$ cat config.mk
export PLATFORM = sky130hd
export DESIGN_NAME = circular_record_log
export DESIGN_NICKNAME = d
export VERILOG_FILES = /design/src/crl_pkg.sv /design/src/crl_ring_mem.sv /design/src/crl_ptr.sv /design/src/circular_record_log.sv
export SDC_FILE = /design/constraint.sdc
export NUM_CORES = 1
export LEC_CHECK = 0
export ABC_CLOCK_PERIOD_IN_PS = 13750
export BUFFER_PORTS_ARGS = -buffer_cell sky130_fd_sc_hd__buf_2
export CAP_MARGIN = 20
export CORE_MARGIN = 2
export CORE_UTILIZATION = 40
export CTS_CLUSTER_SIZE = 16
export DETAILED_ROUTE_END_ITERATION = 6
export SYNTH_ARGS = -nofsm -noshare
export SYNTH_HDL_FRONTEND = slang
export SYNTH_SLANG_ARGS = --single-unit
export TNS_END_PERCENT = 100
$ cat constraint.sdc
create_clock -name clock -period 13.75 [get_ports clock]
set_input_delay 2.75 -clock clock [delete_from_list [all_inputs] [get_ports clock]]
set_output_delay 2.75 -clock clock [all_outputs]
set_load 0.02 [all_outputs]
$ cat src/crl_pkg.sv
// crl_pkg: shared types, opcodes and defaults for the circular record log
`timescale 1ns / 1ps

package crl_pkg;

   // default ring depth
   localparam int CRL_LOG_DEPTH = 5;

   // request opcodes
   localparam logic OP_APPEND = 1'b0;
   localparam logic OP_READ   = 1'b1;

   // one stored record, 45 bits
   typedef struct packed {
      logic [5:0]  seconds;
      logic [5:0]  minutes;
      logic [4:0]  hours;
      logic [4:0]  day;
      logic [3:0]  month;
      logic [11:0] sample_raw;
      logic [6:0]  sample_percent;
   } rec_type;

   // request payload
   typedef struct packed {
      logic        opcode;
      logic [5:0]  read_slot;
      logic [5:0]  in_seconds;
      logic [5:0]  in_minutes;
      logic [4:0]  in_hours;
      logic [4:0]  in_day;
      logic [3:0]  in_month;
      logic [11:0] in_sample_raw;
      logic [6:0]  in_sample_percent;
   } req_type;

   // response payload
   typedef struct packed {
      logic [5:0]  out_seconds;
      logic [5:0]  out_minutes;
      logic [4:0]  out_hours;
      logic [4:0]  out_day;
      logic [3:0]  out_month;
      logic [11:0] out_sample_raw;
      logic [6:0]  out_sample_percent;
      logic [6:0]  valid_count;
      logic        log_empty;
   } rsp_type;

   // memory port strobes from the pointer logic
   typedef struct packed {
      logic wr_en;
      logic rd_en;
   } mem_cmd_type;

endpackage

$ cat src/crl_ring_mem.sv
// crl_ring_mem: record storage, one write or one registered read per cycle
`timescale 1ns / 1ps

module crl_ring_mem import crl_pkg::*; #(
   parameter int LOG_DEPTH = CRL_LOG_DEPTH,
   localparam int AW = (LOG_DEPTH > 1) ? $clog2(LOG_DEPTH) : 1
) (
   input  logic        clock,
   input  mem_cmd_type mem_cmd,
   input  logic [AW-1:0] mem_addr,
   input  rec_type     wr_data,
   output rec_type     rd_data
);

   rec_type mem_ff [LOG_DEPTH];
   rec_type rd_data_ff;

   // write port
   always_ff @(posedge clock) begin
      if (mem_cmd.wr_en) begin
         mem_ff[mem_addr] <= wr_data;
      end
   end

   // read port, data held until the next read
   always_ff @(posedge clock) begin
      if (mem_cmd.rd_en) begin
         rd_data_ff <= mem_ff[mem_addr];
      end
   end

   assign rd_data = rd_data_ff;

endmodule

$ cat src/crl_ptr.sv
// crl_ptr: head and count registers and the record address for each request
`timescale 1ns / 1ps

module crl_ptr import crl_pkg::*; #(
   parameter int LOG_DEPTH = CRL_LOG_DEPTH,
   localparam int AW = (LOG_DEPTH > 1) ? $clog2(LOG_DEPTH) : 1,
   localparam int CW = $clog2(LOG_DEPTH + 1)
) (
   input  logic          clock,
   input  logic          reset,
   input  logic          accept,
   input  logic          opcode,
   input  logic [5:0]    read_slot,
   output mem_cmd_type   mem_cmd,
   output logic [AW-1:0] mem_addr,
   output logic [CW-1:0] count_after,
   output logic          read_empty
);

   localparam int WW = (CW + 1 > 7) ? CW + 1 : 7;

   logic [AW-1:0] head_ff, head_in;
   logic [CW-1:0] count_ff, count_in, count_inc;
   logic [WW-1:0] slot_w, count_w, clamp_w, pos_sum, pos_wrap;
   logic          is_append;

   // age slot to ring position, clamped to the newest record
   always_comb begin
      count_w  = WW'(count_ff);
      slot_w   = WW'(read_slot);
      clamp_w  = (slot_w >= count_w) ? count_w - WW'(1) : slot_w;
      pos_sum  = WW'(head_ff) + WW'(LOG_DEPTH) - count_w + clamp_w;
      pos_wrap = (pos_sum >= WW'(LOG_DEPTH)) ? pos_sum - WW'(LOG_DEPTH) : pos_sum;
   end

   // memory command
   always_comb begin
      is_append     = (opcode == OP_APPEND);
      read_empty    = (count_ff == '0);
      mem_addr      = is_append ? head_ff : pos_wrap[AW-1:0];
      mem_cmd.wr_en = accept && is_append;
      mem_cmd.rd_en = accept && !is_append && !read_empty;
   end

   // head wraps, count saturates at the depth
   always_comb begin
      count_inc   = (count_ff == CW'(LOG_DEPTH)) ? count_ff : count_ff + CW'(1);
      count_after = is_append ? count_inc : count_ff;
      head_in     = head_ff;
      count_in    = count_ff;
      if (accept && is_append) begin
         head_in  = (head_ff == AW'(LOG_DEPTH - 1)) ? '0 : head_ff + AW'(1);
         count_in = count_inc;
      end
   end

   always_ff @(posedge clock) begin
      if (reset) begin
         head_ff  <= '0;
         count_ff <= '0;
      end else begin
         head_ff  <= head_in;
         count_ff <= count_in;
      end
   end

endmodule

$ cat src/circular_record_log.sv
// circular_record_log: top level of the overwrite-oldest record ring
//
//  channel | ports                         | direction | moves
//  --------+-------------------------------+-----------+--------------------------
//  req     | req_valid req_ready req_data  | in        | append or read request
//  rsp     | rsp_valid rsp_ready rsp_data  | out       | one result per request
//
// A request is taken at the handshake: appends write the memory, reads issue the
// memory read. The result is formed the next cycle from the registered read
// data and sits in the output register. The sustained rate is one request per
// cycle while the output is not stalled, set by the single memory port.
// Reset clears head and count; the record memory is not cleared.
// A stalled result holds one more request in the pending stage, then
// req_ready drops.
`timescale 1ns / 1ps

module circular_record_log import crl_pkg::*; #(
   parameter int LOG_DEPTH = CRL_LOG_DEPTH
) (
   input  logic    clock,
   input  logic    reset,
   input  logic    req_valid,
   output logic    req_ready,
   input  req_type req_data,
   output logic    rsp_valid,
   input  logic    rsp_ready,
   output rsp_type rsp_data
);

   localparam int AW = (LOG_DEPTH > 1) ? $clog2(LOG_DEPTH) : 1;
   localparam int CW = $clog2(LOG_DEPTH + 1);

   mem_cmd_type   mem_cmd;
   logic [AW-1:0] mem_addr;
   logic [CW-1:0] count_after;
   logic          read_empty;
   rec_type       wr_rec, rd_rec;

   logic          req_accept, rsp_free, pend_move;
   logic          pend_ff, pend_in;
   logic          pend_read_ff, pend_empty_ff;
   logic [CW-1:0] pend_count_ff;
   logic          rsp_valid_ff, rsp_valid_in;
   rsp_type       rsp_ff, rsp_in;

   // handshake
   always_comb begin
      rsp_free   = !rsp_valid_ff || rsp_ready;
      pend_move  = pend_ff && rsp_free;
      req_ready  = !pend_ff || rsp_free;
      req_accept = req_valid && req_ready;
   end

   // record to store on append
   always_comb begin
      wr_rec.seconds        = req_data.in_seconds;
      wr_rec.minutes        = req_data.in_minutes;
      wr_rec.hours          = req_data.in_hours;
      wr_rec.day            = req_data.in_day;
      wr_rec.month          = req_data.in_month;
      wr_rec.sample_raw     = req_data.in_sample_raw;
      wr_rec.sample_percent = req_data.in_sample_percent;
   end

   crl_ptr #(.LOG_DEPTH(LOG_DEPTH)) u_ptr (
      .clock       (clock),
      .reset       (reset),
      .accept      (req_accept),
      .opcode      (req_data.opcode),
      .read_slot   (req_data.read_slot),
      .mem_cmd     (mem_cmd),
      .mem_addr    (mem_addr),
      .count_after (count_after),
      .read_empty  (read_empty)
   );

   crl_ring_mem #(.LOG_DEPTH(LOG_DEPTH)) u_mem (
      .clock    (clock),
      .mem_cmd  (mem_cmd),
      .mem_addr (mem_addr),
      .wr_data  (wr_rec),
      .rd_data  (rd_rec)
   );

   // pending stage waits for the read data
   always_comb begin
      pend_in = pend_ff;
      if (req_accept) begin
         pend_in = 1'b1;
      end else if (pend_move) begin
         pend_in = 1'b0;
      end
   end

   always_ff @(posedge clock) begin
      if (reset) begin
         pend_ff <= 1'b0;
      end else begin
         pend_ff <= pend_in;
      end
   end

   always_ff @(posedge clock) begin
      if (req_accept) begin
         pend_read_ff  <= (req_data.opcode == OP_READ);
         pend_empty_ff <= read_empty;
         pend_count_ff <= count_after;
      end
   end

   // result: record fields only for a read that found records
   always_comb begin
      rsp_in = '0;
      if (pend_read_ff && !pend_empty_ff) begin
         rsp_in.out_seconds        = rd_rec.seconds;
         rsp_in.out_minutes        = rd_rec.minutes;
         rsp_in.out_hours          = rd_rec.hours;
         rsp_in.out_day            = rd_rec.day;
         rsp_in.out_month          = rd_rec.month;
         rsp_in.out_sample_raw     = rd_rec.sample_raw;
         rsp_in.out_sample_percent = rd_rec.sample_percent;
      end
      rsp_in.valid_count = 7'(pend_count_ff);
      rsp_in.log_empty   = pend_read_ff && pend_empty_ff;
   end

   // output register
   always_comb begin
      rsp_valid_in = rsp_valid_ff;
      if (pend_move) begin
         rsp_valid_in = 1'b1;
      end else if (rsp_ready) begin
         rsp_valid_in = 1'b0;
      end
   end

   always_ff @(posedge clock) begin
      if (reset) begin
         rsp_valid_ff <= 1'b0;
      end else begin
         rsp_valid_ff <= rsp_valid_in;
      end
   end

   always_ff @(posedge clock) begin
      if (pend_move) begin
         rsp_ff <= rsp_in;
      end
   end

   assign rsp_valid = rsp_valid_ff;
   assign rsp_data  = rsp_ff;

`ifndef SYNTHESIS
   // count never passes the depth
   a_count_bound: assert property (@(posedge clock) disable iff (reset)
      rsp_valid_ff |-> (rsp_ff.valid_count <= 7'(LOG_DEPTH)))
      else $error("valid count above ring depth");

   // an empty read reports a zero count
   a_empty_count: assert property (@(posedge clock) disable iff (reset)
      (rsp_valid_ff && rsp_ff.log_empty) |-> (rsp_ff.valid_count == 7'd0))
      else $error("empty flag with nonzero count");

   // a stalled pending request is kept
   a_pend_hold: assert property (@(posedge clock) disable iff (reset)
      (pend_ff && !rsp_free) |=> pend_ff)
      else $error("pending request lost while output stalled");

   // memory write and read never issue together
   a_mem_port: assert property (@(posedge clock) disable iff (reset)
      !(mem_cmd.wr_en && mem_cmd.rd_en))
      else $error("memory write and read in the same cycle");
`endif

endmodule
==> out/results.ini, run 1 <==
[global_route]
grt_use_total_pct = 18.1
antenna_found_initial = 2
grt-ovfl-total = 0
grt_start_max_net_pins = 101
grt_pass1_wl_um = 57300
grt_pass1_vias = 9886

[layout]
synthToLayoutAreaGrowth_pct = 14.4
drive_gt1_share_pct = 24.7
fin_cells = 1733
fin_area_sq_um = 17600
post-route-util_pct = 46.6
nets = 1273
final_cell_mix = 324 x edfxtp_1, 106 x buf_2, 101 x nor2_1, 94 x nand3_1, 89 x mux2i_1
diodes = 0
final_common_cell = edfxtp_1

[synthesis]
synth_edf_count = 324
syn-instance-count = 1106
yosys.area.top_type = edfxtp_1
seq_area_frac_synth_pct = 64.1
synthTopCellsByArea = edfxtp_1 63%, mux2i_1 5.8%, mux2_2 3.2%
postSynth.asyncResetShare_pct = 0
synth.cell_area_sq_um = 15400
synth_cell_type_count = 62
yosys_most_used_dff = edfxtp_1
syn_area_per_cell_sq_um = 13.9
yosysWarnings = 0
synth_top_area_share_pct = 63.1
synth_seq_cells = 332

[clock_tree]
cts_inserted_buffers = 36
root_buffer = clkbuf_16
clkTransAtPathRegs_ps = 60
cts_setup_buffers = 0
postCtsResizedCells = 0
cts_tree = done
cts_hold_buf = 0
clock_path_buffers = 3
clock_latency_ps = 530
clock-sinks = 332
htreeDepth = 2

[sta]
setup_tns_ps = 0
fin_crit_ps = 8330
clock.fmax_mhz = 120
min_period_over_period_pct = 60.6
rsz0062_at_grt = no
relSlewSlack_pct = 25.8
worst_pin_slew_ps = 1110
fin_worst_skew_ps = 19.7
setup_viol = 0
slew_viol_final = 0
hold_violations = 0

[drt]
ant_nets = 0
routed_wl_um = 37300
wl_per_cell_um = 21.5
post-route-drc-count = 0
vias = 9798
vias_per_cell = 5.65
drt_pass1_iterations = 7
drtIter0Drc = 805

[placement]
dp.cells = 1666
dpl_cell_area_sq_um = 16400
dp_hpwl_um = 20600
globalplace.congestion = 0.790
port_buffers = 106

[pwr]
peakVddDrop_v = 0.000104
p_per_area_nw_per_um2 = 175
p_leak_uw = 0.00602

[floorplan]
die_x_um = 200
dieArea_sq_um = 40100
io_pins = 111
initial_core_util_pct = 40.7
core_area_sq_um = 37800
rows = 71
die_h_um = 200

[setup_path]
start_kind = input port
worstPathArrival_ps = 8480
cp_data_required_time_ps = 13900
cpMostUsedCell = buf_4
critPathCaptureType = flop
critPathMaxStageDelay_ps = 840
worst-setup-path-type = input port to flop
slowest_stage = nor4_2
crit_fanout = 52
path_cells = buf_2, inv_1, ha_1, nand2b_1, a21oi_1, o21ai_1, nor2_1, a21oi_1, fa_1, fa_1, inv_1, ha_1, o31ai_1, o2111ai_4, buf_4, nand2_1, nand3_2, buf_4, nor4_2, buf_4

[outcome]
run_status = complete, no violations

[flow_run]
maxCapViolCount = 0

[hold_path]
hold_class = flop to flop

metal layers:
| layer | wire length [um] | track usage (%) | share of wire [%] | vias up |
|---|---|---|---|---|
| li1 | - | - | - | 4528 |
| met1 | 16600 | 23.9 | 45 | 4930 |
| met2 | 18100 | 30.9 | 49 | 274 |
| met3 | 1840 | 3.04 | 4.9 | 62 |
| met4 | 712 | 4.89 | 1.9 | 4 |
| met5 | 29 | 0 | 0.078 | - |
power by group:
part	switching, uW	total (uW)	internal (uW)
Sequential	25.0	1250	1220
Combinational	591	874	283
Clock	389	967	578
kinds of logic after synthesis:
group / Yosys count / synth area share [%]
compound gates: 175 / 10.2
xor+xnor: 5 / 0.284
fa+ha+maj: 22 / 1.93
buf+inv: 105 / 3.46
flops: 332 / 64.1
mux: 133 / 8.99
other cells: 1 / 0.0243
simple gates: 333 / 10.9
synthesized netlist by cell type (2+ instances only):
cell type  count
a2111oi_0     18
a2111oi_1      5
a2111oi_2     21
a211oi_1      29
a211oi_2      15
a21oi_1       17
a221oi_4       2
a311oi_2       3
a31oi_1       45
and2_1        46
and3_1         4
buf_1         19
buf_12         4
buf_2         10
buf_4          7
buf_6          3
clkbuf_1      42
dfxtp_1        8
edfxtp_1     324
fa_1           3
ha_1          19
inv_1         16
mux2_2        44
mux2i_1       89
nand2_1       15
nand3_1       94
nand4_1       48
nor2_1       103
nor2_2         2
nor2b_1        5
nor3_1         3
nor4_1         7
o21ai_0        3
o31ai_1        2
xnor2_1        4
worst max-delay path: cells and delay by family:
kind            cells  cell delay (ps)
compound gates      5             1260
buf+inv             6             1600
fa+ha+maj           4             1550
simple gates        5             1250
worst paths after layout:
check                   endpoint  slack (ps)  depth (start not counted)              start
min reg2reg          rsp_data[1]         420                          0   pend_count_ff[0]
min                  rsp_data[1]         420                          0   pend_count_ff[0]
max reg2reg  u_mem.mem_ff[2][40]        7170                         18  u_ptr.count_ff[2]
max          u_mem.mem_ff[2][40]        5420                         20       req_data[45]
registers in the layout, summed over array words and instances (netlist names):
signal,flops
pend_ff,1
rsp_data,49
pend_read_ff,1
u_ptr.head_ff,3
rsp_valid,1
pend_empty_ff,1
u_mem.rd_data,45
u_ptr.count_ff,3
pend_count_ff,3
u_mem.mem_ff,225
area by class of cell:
type / count / area (sq um)
Fill cell: 3384 / 20200
Multi-Input combinational cell: 672 / 5090
Timing Repair Buffer: 135 / 768
Tap cell: 511 / 639
Clock buffer: 43 / 927
Inverter: 18 / 67.6
Sequential cell: 332 / 9890
Clock inverter: 22 / 249
per-stage QoR:
step	setup WS, ps	hold slack, ps	power [uW]
2_1_floorplan	2510	400	1900
4_1_cts	5350	421	3110
3_3_place_gp	4940	402	2120
3_5_place_dp	4850	407	2140
5_1_grt	5050	434	3220
6_report	5420	418	3090
Power figures use the tool's default switching activity.
==> inputs of run 2 (changes only) <==
--- a/config.mk
+++ b/config.mk
@@ -5,7 +5,8 @@
 export SDC_FILE = /design/constraint.sdc
 export NUM_CORES = 1
 export LEC_CHECK = 0
-export ABC_CLOCK_PERIOD_IN_PS = 13750
+export ABC_AREA = 1
+export ABC_CLOCK_PERIOD_IN_PS = 6900
 export BUFFER_PORTS_ARGS = -buffer_cell sky130_fd_sc_hd__buf_2
 export CAP_MARGIN = 20
 export CORE_MARGIN = 2
==> constraint.sdc (replaced) <==
create_clock -name clock -period 6.9 [get_ports clock]
set_input_delay 1.38 -clock clock [delete_from_list [all_inputs] [get_ports clock]]
set_output_delay 1.38 -clock clock [all_outputs]
set_load 0.02 [all_outputs]
==> out/results.ini, run 2 <==
[outcome]
run_status = complete, no violations  ; unchanged

[sta]
setup_tns_ps = 0  ; unchanged
rsz0062_at_grt = no  ; unchanged
relSlewSlack_pct = 49.3  ; was 25.8%
min_period_over_period_pct = 80.8
slew_viol_final = 0  ; unchanged
worst_pin_slew_ps = 760  ; was 1110 ps
fin_crit_ps = 5570
fin_worst_skew_ps = 26.9  ; was 19.7 ps
setup_viol = 0  ; unchanged
hold_violations = 0  ; unchanged
clock.fmax_mhz = 179

[drt]
wl_per_cell_um = 17.4  ; was 21.5 um
routed_wl_um = 29800  ; was 37300 um
drt_pass1_iterations = 5  ; was 7
post-route-drc-count = 0  ; unchanged
m1WireLength_um = 13600  ; was 16600 um
top_layer_used = met5  ; unchanged
ant_nets = 0  ; unchanged
drtIter0Drc = 630  ; was 805
vias_per_cell = 4.87  ; was 5.65
wl_met2_um = 14500  ; was 18100 um
vias = 8327  ; was 9798
met3_length_um = 1150  ; was 1840 um

[placement]
globalplace.congestion = 0.821  ; was 0.790
port_buffers = 106  ; unchanged
dpl_cell_area_sq_um = 14800  ; was 16400 sq um
dp_hpwl_um = 16300  ; was 20600 um
dp.cells = 1643  ; was 1666

[layout]
synthToLayoutAreaGrowth_pct = 15.9  ; was 14.4%
final_cell_mix = 324 x edfxtp_1, 314 x nand2_1, 157 x nand3_1, 106 x buf_2, 83 x inv_1  ; was 324 x edfxtp_1, 106 x buf_2, 101 x nor2_1, 94 x nand3_1, 89 x mux2i_1
largest_register_ffs = 225  ; unchanged
final_common_cell = edfxtp_1  ; unchanged
fin_cells = 1710  ; was 1733
fin_area_sq_um = 16000  ; was 17600 sq um
nets = 1305  ; was 1273
regMostFlops = u_mem.mem_ff  ; unchanged
post-route-util_pct = 46.7  ; was 46.6%
drive_gt1_share_pct = 19.1  ; was 24.7%

[pwr]
peakVddDrop_v = 0.000199  ; was 0.000104 V
p_per_area_nw_per_um2 = 336  ; was 175 nW/um^2
p_leak_uw = 0.00644  ; was 0.00602 uW
finalPower_uw = 5380  ; was 3090 uW

[synthesis]
synth_mux_area_share_pct = 0  ; was 8.99%
seq_area_frac_synth_pct = 71.6  ; was 64.1%
yosysWarnings = 0  ; unchanged
synth_common_cells = 324 x edfxtp_1, 317 x nand2_1, 158 x nand3_1  ; was 324 x edfxtp_1, 103 x nor2_1, 94 x nand3_1
synthTopCellsByArea = edfxtp_1 70%, nand2_1 8.6%, nand3_1 5.7%  ; was edfxtp_1 63%, mux2i_1 5.8%, mux2_2 3.2%
synth_fa_ha_area_share_pct = 2.16  ; was 1.93%
yosys.area.top_type = edfxtp_1  ; unchanged
synth_xor_area_share_pct = 0.317  ; was 0.284%
synth_edf_count = 324  ; unchanged
synth-simple-area-share_pct = 20.0  ; was 10.9%
syn_area_per_cell_sq_um = 12.4  ; was 13.9 sq um
synth.cell_area_sq_um = 13800  ; was 15400 sq um
synth_seq_cells = 332  ; unchanged
post-synth-top-count-cell = edfxtp_1  ; unchanged
synth_cell_type_count = 35  ; was 62
postSynth.asyncResetShare_pct = 0  ; unchanged
synth_top_area_share_pct = 70.4  ; was 63.1%
synth_top_family_by_area = simple AND/OR/NAND/NOR gates  ; unchanged
yosys_most_used_dff = edfxtp_1  ; unchanged
synth_compound_area_share_pct = 0.942  ; was 10.2%
syn-instance-count = 1118  ; was 1106

[floorplan]
rows = 68  ; was 71
die_x_um = 190  ; was 200 um
io_pins = 111  ; unchanged
dieArea_sq_um = 36000  ; was 40100 sq um
initial_core_util_pct = 40.3  ; was 40.7%
die_h_um = 190  ; was 200 um
core_area_sq_um = 34300  ; was 37800 sq um

[setup_path]
r2r-start = u_ptr.count_ff[1]  ; was u_ptr.count_ff[2]
critPathCaptureType = flop  ; unchanged
worstPathArrival_ps = 5760  ; was 8480 ps
start_kind = input port  ; unchanged
r2r_slack_ps = 1720  ; was 7170 ps
crit_fanout = 29  ; was 52
reg2reg_depth = 23  ; was 18
worst-setup-path-type = input port to flop  ; unchanged
cp_data_required_time_ps = 7090  ; was 13900 ps
timing.rr.end = u_mem.mem_ff[0][42]  ; was u_mem.mem_ff[2][40]

[hold_path]
hold_depth = 0  ; unchanged
hold_class = flop to flop  ; unchanged
hp-start = pend_count_ff[1]  ; was pend_count_ff[0]
hold_end = rsp_data[2]  ; was rsp_data[1]

[global_route]
grt_pass1_vias = 8371  ; was 9886
grt-ovfl-total = 0  ; unchanged
grt_start_max_net_pins = 93  ; was 101
antenna_found_initial = 2  ; unchanged
grt_pass1_wl_um = 46900  ; was 57300 um
grt_use_total_pct = 16.8  ; was 18.1%

[clock_tree]
root_buffer = clkbuf_16  ; unchanged
htreeDepth = 2  ; unchanged
clock_latency_ps = 520  ; was 530 ps
cts_inserted_buffers = 36  ; unchanged
cts_tree = done  ; unchanged
cts_setup_buffers = 0  ; unchanged
clock-sinks = 332  ; unchanged
postCtsResizedCells = 0  ; unchanged
cts_hold_buf = 0  ; unchanged
clkTransAtPathRegs_ps = 60  ; about the same
clock_path_buffers = 3  ; unchanged

[flow_run]
maxCapViolCount = 0  ; unchanged

## run 2: area by class of cell
| class | instances | area [sq um] |
|---|---|---|
| Inverter | 87 | 327 |
| Multi-Input combinational cell | 648 | 3330 |
| Clock inverter | 21 | 204 |
| Antenna cell | 1 | 2.50 |
| Clock buffer | 44 | 931 |
| Timing Repair Buffer | 122 | 758 |
| Fill cell | 3066 | 18300 |
| Sequential cell | 332 | 9890 |
| Tap cell | 455 | 569 |
## run 2: how the worst max path moves through the flow
stage,start,end,slack [ps],cells past startpoint
3_3_place_gp,req_data[45],u_mem.mem_ff[0][39],930,26
6_report,req_data[45],u_mem.mem_ff[0][42],1330,25
5_1_grt,req_data[45],u_mem.mem_ff[0][42],940,26
4_1_cts,req_data[45],u_mem.mem_ff[0][42],1330,25
2_1_floorplan,req_data[45],u_mem.mem_ff[2][0],90,26
3_5_place_dp,req_data[45],u_mem.mem_ff[0][43],810,25
## run 2: where the power goes
group | leakage, uW | internal (uW) | switching, uW | total, uW
clock | 0.000549 | 1080 | 763 | 1850
sequential | 0.00303 | 2400 | 30.8 | 2430
combinational | 0.00286 | 332 | 770 | 1100
## run 2: cells by family after synthesis
group,Yosys count
other cells,1
buf+inv,141
compound gates,24
simple gates,593
fa+ha+maj,22
xor+xnor,5
flops,332
## run 2: critical path: stages
cell and delay, ps:
buf_2 90, inv_1 40, ha_1 260, inv_1 30, a21boi_0 130, o21ai_0 90
nand2_1 70, inv_1 80, o21ai_0 270, fa_1 520, fa_1 610, inv_1 70
ha_1 180, nor2_1 80, nand2_1 50, nand2_1 70, nand3_2 100, nor2_1 150
nand3_2 140, nand2_1 80, nand3_1 80, nand2_2 120, nand3_1 200, nor2_4 560
buf_12 300
## run 2: layer usage
metal	track usage [%]	vias up
met5	0	-
met4	4.50	2
met3	2.73	37
met2	28.4	180
met1	22.6	4062
li1	-	4046
## run 2: metrics by stage
stage | hold slack [ps] | worst slack, ps
2_1_floorplan | 400 | 94.2
3_3_place_gp | 409 | 927
3_5_place_dp | 413 | 809
4_1_cts | 421 | 1330
5_1_grt | 421 | 943
6_report | 424 | 1330
